<file path="config.mk">
export PLATFORM = sky130hd
export DESIGN_NAME = band_bucket_router_top
export DESIGN_NICKNAME = d
export VERILOG_FILES = /design/src/hdl/bbr_pkg.sv /design/src/hdl/band_bucket_router_top.sv /design/src/hdl/bbr_divider.sv /design/src/hdl/bbr_fill_store.sv
export SDC_FILE = /design/constraint.sdc
export NUM_CORES = 2
export LEC_CHECK = 0
export BUFFER_PORTS_ARGS = -buffer_cell sky130_fd_sc_hd__buf_2
export CAP_MARGIN = 20
export CELL_PAD_IN_SITES_DETAIL_PLACEMENT = 0
export CELL_PAD_IN_SITES_GLOBAL_PLACEMENT = 1
export CORE_MARGIN = 2
export CORE_UTILIZATION = 40
export CTS_CLUSTER_SIZE = 25
export DETAILED_ROUTE_END_ITERATION = 10
export GPL_TIMING_DRIVEN = 0
export PLACE_DENSITY = 0.66
export SYNTH_ARGS = -nofsm -noshare
export SYNTH_HDL_FRONTEND = slang
export SYNTH_SLANG_ARGS = --single-unit
</file>
<file path="constraint.sdc">
create_clock -name clk -period 12.2 [get_ports clk]
set_clock_uncertainty 0.2 [all_clocks]
set_input_delay 3.66 -clock clk [delete_from_list [all_inputs] [get_ports clk]]
set_output_delay 3.66 -clock clk [all_outputs]
set_load 0.05 [all_outputs]
</file>
<file path="src/hdl/bbr_pkg.sv">
package bbr_pkg;

	localparam int MAX_BANDS = 64;
	localparam int BAND_W    = $clog2(MAX_BANDS);
	localparam int NB_W      = BAND_W + 1;
	localparam int COL_W     = 32;
	localparam int FILL_W    = 16;
	localparam int CORE_W    = 8;
	localparam int BCNT_W    = 7;
	localparam int PAGE_W    = 14;
	localparam int CFG_IDX_W = 2;

	typedef enum logic [CFG_IDX_W-1:0] {
		REG_CORE_ID       = 2'd0,
		REG_BAND_COUNT    = 2'd1,
		REG_COLS_PER_BAND = 2'd2,
		REG_CAPACITY      = 2'd3
	} bbr_reg_t;

	typedef struct packed {
		logic             kind;
		logic [COL_W-1:0] bin_col;
	} bbr_in_t;

	typedef struct packed {
		logic              is_count;
		logic              accepted;
		logic [BAND_W-1:0] band;
		logic [FILL_W-1:0] slot;
		logic [PAGE_W-1:0] page;
		logic [FILL_W-1:0] count;
		logic              last;
	} bbr_out_t;

	typedef struct packed {
		logic [BAND_W-1:0] addr;
		logic              we;
		logic [FILL_W-1:0] wdata;
		logic              clear;
	} bbr_store_cmd_t;

endpackage

</file>
<file path="src/hdl/band_bucket_router_top.sv">
// Route item: after acceptance come 32 divider steps, a band capture, a counter read and
// an update, then the result strobe; a new item is taken in the strobe cycle, so a route
// item is not taken before the last one's result.
// Drain item: one count report for each band in effect, each after a counter read;
// busy until the last report. Results cannot be stalled.
// Reset is asynchronous and active low; it clears settings, control state and band counts.
module band_bucket_router_top
	import bbr_pkg::*;
(
	input  logic                 clk,
	input  logic                 arst_n,
	input  logic                 start,
	output logic                 busy,
	input  bbr_in_t              item,
	input  logic                 cfg_we,
	input  logic [CFG_IDX_W-1:0] cfg_index,
	input  logic [COL_W-1:0]     cfg_wdata,
	output logic                 result_valid,
	output bbr_out_t             result
);

	typedef enum logic [4:0] {
		S_IDLE  = 5'b00001,
		S_DIV   = 5'b00010,
		S_RD    = 5'b00100,
		S_UPD   = 5'b01000,
		S_DOUT  = 5'b10000
	} bbr_state_t;

	bbr_state_t        state_q;
	logic [CORE_W-1:0] core_q;
	logic [BCNT_W-1:0] bcnt_q;
	logic [COL_W-1:0]  cols_q;
	logic [FILL_W-1:0] cap_q;
	logic [BAND_W-1:0] band_q;
	logic              strobe_q;
	bbr_out_t          result_q;

	logic              accept;
	logic [NB_W-1:0]   nb;
	logic [NB_W-1:0]   nb_m1;
	logic              div_start;
	logic              div_done;
	logic [COL_W-1:0]  quotient;
	logic              q_over;
	logic [BAND_W-1:0] band_clamped;
	logic [FILL_W-1:0] fill;
	logic              fits;
	logic [PAGE_W:0]   page_full;
	logic              drain_last;
	bbr_store_cmd_t    scmd;

	assign accept = start && (state_q == S_IDLE);
	assign busy   = (state_q != S_IDLE);

	always_comb begin
		if (bcnt_q == '0) begin
			nb = NB_W'(1);
		end else if (bcnt_q > BCNT_W'(MAX_BANDS)) begin
			nb = NB_W'(MAX_BANDS);
		end else begin
			nb = NB_W'(bcnt_q);
		end
	end
	assign nb_m1 = nb - 1'b1;

	assign div_start = accept && !item.kind;

	bbr_divider u_div (
		.clk      (clk),
		.arst_n   (arst_n),
		.start    (div_start),
		.dividend (item.bin_col),
		.divisor  (cols_q),
		.done     (div_done),
		.quotient (quotient)
	);

	assign q_over = (|quotient[COL_W-1:NB_W]) || (quotient[NB_W-1:0] > nb_m1);
	assign band_clamped = q_over ? nb_m1[BAND_W-1:0] : quotient[BAND_W-1:0];

	assign fits       = fill < cap_q;
	assign page_full  = (PAGE_W+1)'(core_q) * (PAGE_W+1)'(nb) + (PAGE_W+1)'(band_q);
	assign drain_last = ({1'b0, band_q} == nb_m1);

	always_comb begin
		scmd       = '0;
		scmd.addr  = band_q;
		scmd.wdata = fill + 1'b1;
		scmd.we    = (state_q == S_UPD) && fits;
		scmd.clear = (state_q == S_DOUT) && drain_last;
	end

	bbr_fill_store u_store (
		.clk    (clk),
		.arst_n (arst_n),
		.cmd    (scmd),
		.rdata  (fill)
	);

	always_ff @(posedge clk or negedge arst_n) begin
		if (!arst_n) begin
			core_q <= '0;
			bcnt_q <= BCNT_W'(1);
			cols_q <= COL_W'(1);
			cap_q  <= '0;
		end else if (cfg_we) begin
			unique case (bbr_reg_t'(cfg_index))
				REG_CORE_ID:       core_q <= cfg_wdata[CORE_W-1:0];
				REG_BAND_COUNT:    bcnt_q <= cfg_wdata[BCNT_W-1:0];
				REG_COLS_PER_BAND: cols_q <= cfg_wdata;
				REG_CAPACITY:      cap_q  <= cfg_wdata[FILL_W-1:0];
				default:           ;
			endcase
		end
	end

	always_ff @(posedge clk or negedge arst_n) begin
		if (!arst_n) begin
			state_q  <= S_IDLE;
			band_q   <= '0;
			strobe_q <= 1'b0;
		end else begin
			strobe_q <= 1'b0;
			unique case (state_q)
				S_IDLE: begin
					if (accept) begin
						band_q  <= '0;
						state_q <= item.kind ? S_RD : S_DIV;
					end
				end
				S_DIV: begin
					if (div_done) begin
						band_q  <= band_clamped;
						state_q <= S_RD;
					end
				end
				S_RD: begin
					state_q <= (result_q.is_count) ? S_DOUT : S_UPD;
				end
				S_UPD: begin
					strobe_q <= 1'b1;
					state_q  <= S_IDLE;
				end
				S_DOUT: begin
					strobe_q <= 1'b1;
					if (drain_last) begin
						state_q <= S_IDLE;
					end else begin
						band_q  <= band_q + 1'b1;
						state_q <= S_RD;
					end
				end
				default: state_q <= S_IDLE;
			endcase
		end
	end

	// The kind of the item in flight is held in the is_count field until the
	// first result of that item is written.
	always_ff @(posedge clk) begin
		if (accept) begin
			result_q.is_count <= item.kind;
		end
		if (state_q == S_UPD) begin
			result_q.is_count <= 1'b0;
			result_q.accepted <= fits;
			result_q.band     <= band_q;
			result_q.slot     <= fits ? fill : '0;
			result_q.page     <= fits ? page_full[PAGE_W-1:0] : '0;
			result_q.count    <= '0;
			result_q.last     <= 1'b1;
		end else if (state_q == S_DOUT) begin
			result_q.is_count <= 1'b1;
			result_q.accepted <= 1'b0;
			result_q.band     <= band_q;
			result_q.slot     <= '0;
			result_q.page     <= '0;
			result_q.count    <= fill;
			result_q.last     <= drain_last;
		end
	end

	assign result_valid = strobe_q;
	assign result       = result_q;

endmodule

</file>
<file path="src/hdl/bbr_divider.sv">
module bbr_divider
	import bbr_pkg::*;
(
	input  logic             clk,
	input  logic             arst_n,
	input  logic             start,
	input  logic [COL_W-1:0] dividend,
	input  logic [COL_W-1:0] divisor,
	output logic             done,
	output logic [COL_W-1:0] quotient
);

	localparam int CNT_W = $clog2(COL_W);

	logic             run_q;
	logic             done_q;
	logic [CNT_W-1:0] cnt_q;
	logic [COL_W-1:0] rem_q;
	logic [COL_W-1:0] quo_q;
	logic [COL_W-1:0] dvs_q;
	logic [COL_W:0]   trial;
	logic [COL_W+1:0] diff;
	logic             ge;

	// One quotient bit per cycle; a zero divisor yields all ones.
	assign trial = {rem_q, quo_q[COL_W-1]};
	assign diff  = {1'b0, trial} - {2'b00, dvs_q};
	assign ge    = ~diff[COL_W+1];

	always_ff @(posedge clk or negedge arst_n) begin
		if (!arst_n) begin
			run_q  <= 1'b0;
			done_q <= 1'b0;
			cnt_q  <= '0;
		end else begin
			done_q <= 1'b0;
			if (start) begin
				run_q <= 1'b1;
				cnt_q <= '0;
			end else if (run_q) begin
				cnt_q <= cnt_q + 1'b1;
				if (cnt_q == CNT_W'(COL_W - 1)) begin
					run_q  <= 1'b0;
					done_q <= 1'b1;
				end
			end
		end
	end

	always_ff @(posedge clk) begin
		if (start) begin
			rem_q <= '0;
			quo_q <= dividend;
			dvs_q <= divisor;
		end else if (run_q) begin
			rem_q <= ge ? diff[COL_W-1:0] : trial[COL_W-1:0];
			quo_q <= {quo_q[COL_W-2:0], ge};
		end
	end

	assign done     = done_q;
	assign quotient = quo_q;

endmodule

</file>
<file path="src/hdl/bbr_fill_store.sv">
module bbr_fill_store
	import bbr_pkg::*;
(
	input  logic              clk,
	input  logic              arst_n,
	input  bbr_store_cmd_t    cmd,
	output logic [FILL_W-1:0] rdata
);

	logic [FILL_W-1:0]    mem [MAX_BANDS];
	logic [MAX_BANDS-1:0] valid_q;
	logic [FILL_W-1:0]    rd_q;
	logic                 rd_valid_q;

	// An entry not written since the last clear reads as zero.
	always_ff @(posedge clk or negedge arst_n) begin
		if (!arst_n) begin
			valid_q    <= '0;
			rd_valid_q <= 1'b0;
		end else begin
			rd_valid_q <= valid_q[cmd.addr];
			if (cmd.clear) begin
				valid_q <= '0;
			end else if (cmd.we) begin
				valid_q[cmd.addr] <= 1'b1;
			end
		end
	end

	always_ff @(posedge clk) begin
		rd_q <= mem[cmd.addr];
		if (cmd.we) begin
			mem[cmd.addr] <= cmd.wdata;
		end
	end

	assign rdata = rd_valid_q ? rd_q : '0;

endmodule

</file>
==> flow_summary_export.csv <==
group,metric,value,unit
status,status,"completed",
worst_setup_path,worst-path-max-fanout,10,
sta,tns,0,ns
floorplan,die_h,371,um
cts,cts_setup_buffers,0,
worst_setup_path,crit_path_end_kind,"flop",
sta,rsz0062_at_grt,"false",
yosys,synth.avg_cell_area,14.9,um^2
floorplan,die_area,138000,um^2
yosys,ys_warn_count,0,
cts,h-tree-depth,4,
global_routing,grt_usage,0.293,
sta,slew_violations,0,
detailed_routing,met2WireLength,88400,um
yosys,ys_seq_area_frac,0.719,
cts,cts_root_buffer,"clkbuf_16",
power_and_ir_drop,power-per-cell-area,228,nW/um^2
power_and_ir_drop,ir_worst_vdd,155,uV
sta,finalCriticalPeriod,5.91,ns
yosys,synth.area.mux_share,0.0160,
cts,clockBufferDepth,3,
sta,tightest_slew,1.35,ns
floorplan,core,134000,um^2
floorplan,initial_core_util,0.404,
detailed_routing,highest_layer,"met5",
global_routing,grt_pass1_vias,34713,
cts,clk_latency,0.81,ns
cts,cts_buffers,141,
sta,layout_setup_ws,6.29,ns
hold_path,holdPathStages,0,
yosys,syn-num-nets,3811,
detailed_routing,drtIter0Drc,6032,
detailed_routing,via_count,37279,
sta,slew_headroom,0.103,
cells_and_area,final_cell_mix,"edfxtp_1 (1,125), a22oi_1 (384), nand2_1 (205)",
cells_and_area,final-seq-area,38800,um^2
floorplan,rows,134,
detailed_routing,drc,0,
yosys,synth_top_flop_cell,"edfxtp_1",
place,gp_congestion,0.904,
global_routing,antenna_found_initial,12,
worst_setup_path,crit_required,12.49,ns
place,place_hpwl,144000,um
cts,cts_hold_buf,0,
yosys,synth-seq-cells,1338,
yosys,synth_top_family_by_area,"compound AO/OA/AOI/OAI gates",
yosys,synth.distinct_cells,85,
worst_setup_path,worst_r2r_path_depth,9,
yosys,synthSimpleGateAreaFrac,0.0593,
yosys,syn_area,53900,um^2
cts,postCtsResizedCells,0,
cells_and_area,multi_input_area,14100,um^2
power_and_ir_drop,leakagePower,24.5,nW
cts,cts_sinks,1338,
global_routing,grt_pass1_wl,278000,um
run,max_cap_viol_count,0,
yosys,async_flop_share,0.110,
cts,cts_tree,"built",
cells_and_area,syn2layout_area_growth,20.5,%
worst_setup_path,cp.arrival,6.20,ns
place,dp_slack,5.57,ns
detailed_routing,wl_met3,26800,um
sta,fmax,0.169,GHz
detailed_routing,drt_pass1_iterations,6,
cts,clkTransAtPathRegs,0.06,ns
sta,finalSetupViolCount,0,
detailed_routing,totalWireLength,204000,um
worst_setup_path,crit_type,"flop to flop",
sta,fin_crit_sh,0.485,
hold_path,min_path_type,"flop to flop",
yosys,synth_edf_count,1125,
floorplan,boundaryPins,128,
global_routing,grt_max_degree,76,
detailed_routing,antenna_left,0,
cells_and_area,finalNetCount,4266,
detailed_routing,drt-vias-per-instance,6.26,
yosys,synth_compound_area_frac,0.135,
yosys,synthXorXnorAreaFrac,0.00926,
global_routing,grt_remaining_overflow,0,
place,port_buffers,127,
cells_and_area,mostFrequentLayoutCell,"edfxtp_1",
yosys,synth_adder_area_share,0.0348,
floorplan,die_x,371,um
worst_setup_path,start_kind,"flop",
detailed_routing,wl_met1,78000,um
sta,hold_viol_final,0,
cells_and_area,fillers,11385,
cells_and_area,drive_above_1_share,0.172,
yosys,syn_inst,3611,
detailed_routing,wire_per_inst,34.3,um
[layout make-up]
type / instances / share of cell area
sequential: 1338 / 0.597
multi-input combinational: 1915 / 0.217
timing repair buffer: 312 / 0.0592
clock buffer: 181 / 0.0584
tap: 1768 / 0.0341
buffer: 215 / 0.0137
clock inverter: 75 / 0.0118
inverter: 143 / 0.00826
antenna: 6 / 0.000231
[final timing paths]
path                            from                  to  slack, ns
setup / recovery           band_q[2]  u_store.mem[13][3]       6.29
hold / removal             cols_q[1]      u_div.dvs_q[1]       0.23
setup reg to reg           band_q[2]  u_store.mem[13][3]       6.29
hold reg to reg            cols_q[1]      u_div.dvs_q[1]       0.23
max in group asynchronous     arst_n           bcnt_q[0]       8.28
min in group asynchronous     arst_n          cols_q[29]       2.64
[power by group]
group,switching [mW],internal (mW)
Sequential,0.177,5.49
Clock,1.89,2.40
Combinational,3.45,1.43
Total,5.52,9.31
[kinds of logic (layout without fill, tap and decap cells)]
group / after synthesis / in the layout
flip-flops: 1338 / 1338
adder cells (fa/ha/maj): 129 / 129
XOR/XNOR: 57 / 57
multiplexers: 78 / 78
buffers and inverters: 358 / 926
AO/OA/AOI/OAI: 994 / 994
other: 0 / 6
AND/OR/NAND/NOR: 657 / 657
[sequential cells by signal, summed over array words and instances (netlist names), 8 cells and up]
name	cells
cap_q	16
cols_q	32
core_q	8
result	55
u_div.dvs_q	32
u_div.quotient	32
u_div.rem_q	32
u_store.mem	1024
u_store.rd_q	16
u_store.valid_q	64
[critical path, cell delays in order, from the launching register on]
cell      delay [ns]
dfrtp_1         0.36
clkbuf_1        0.42
clkbuf_1        0.57
nand2_1         0.13
nor2_1          0.86
clkbuf_1        0.89
buf_1           0.89
nand2_1         0.36
nor2_2          0.68
buf_8           0.25
[synthesized netlist by cell type (all sizes together), types with 32 or more instances]
master  instances  area share
a21oi         103      0.0098
o21a           45      0.0063
fa             35       0.013
clkbuf        167       0.012
nand3          40      0.0037
nor3           49      0.0067
nor2          185       0.013
and2           52      0.0060
a31oi         121       0.014
nand2         207       0.014
o21ai          53      0.0051
buf            48      0.0044
xnor2          45      0.0073
dfrtp         144       0.067
a22o           86       0.014
a221oi         82       0.013
a41oi          32      0.0052
mux2           65       0.014
dfxtp          66       0.025
nand4          36      0.0043
edfxtp       1125        0.63
inv           141      0.0098
ha             94       0.022
a22oi         384       0.053
[layer usage]
| layer | GRT usage | up-vias |
|---|---|---|
| li1 | - | 15131 |
| met1 | 0.395 | 18939 |
| met2 | 0.433 | 2665 |
| met3 | 0.0877 | 538 |
| met4 | 0.142 | 6 |
| met5 | 0 | - |
[stage by stage]
stage	cells	hold WS [ns]	utilization	area (um^2)	power, mW
2_1_floorplan	3611	0.219	-	53900	8.06
3_5_place_dp	5682	0.227	0.451	60300	10.4
5_1_grt	5948	0.232	0.486	65000	15.2
4_1_cts	5938	0.218	0.485	64800	14.6
6_report	5953	0.225	0.486	65000	14.8
3_3_place_gp	5506	0.225	0.425	56800	10.0
(Power assumes the default switching activity.)
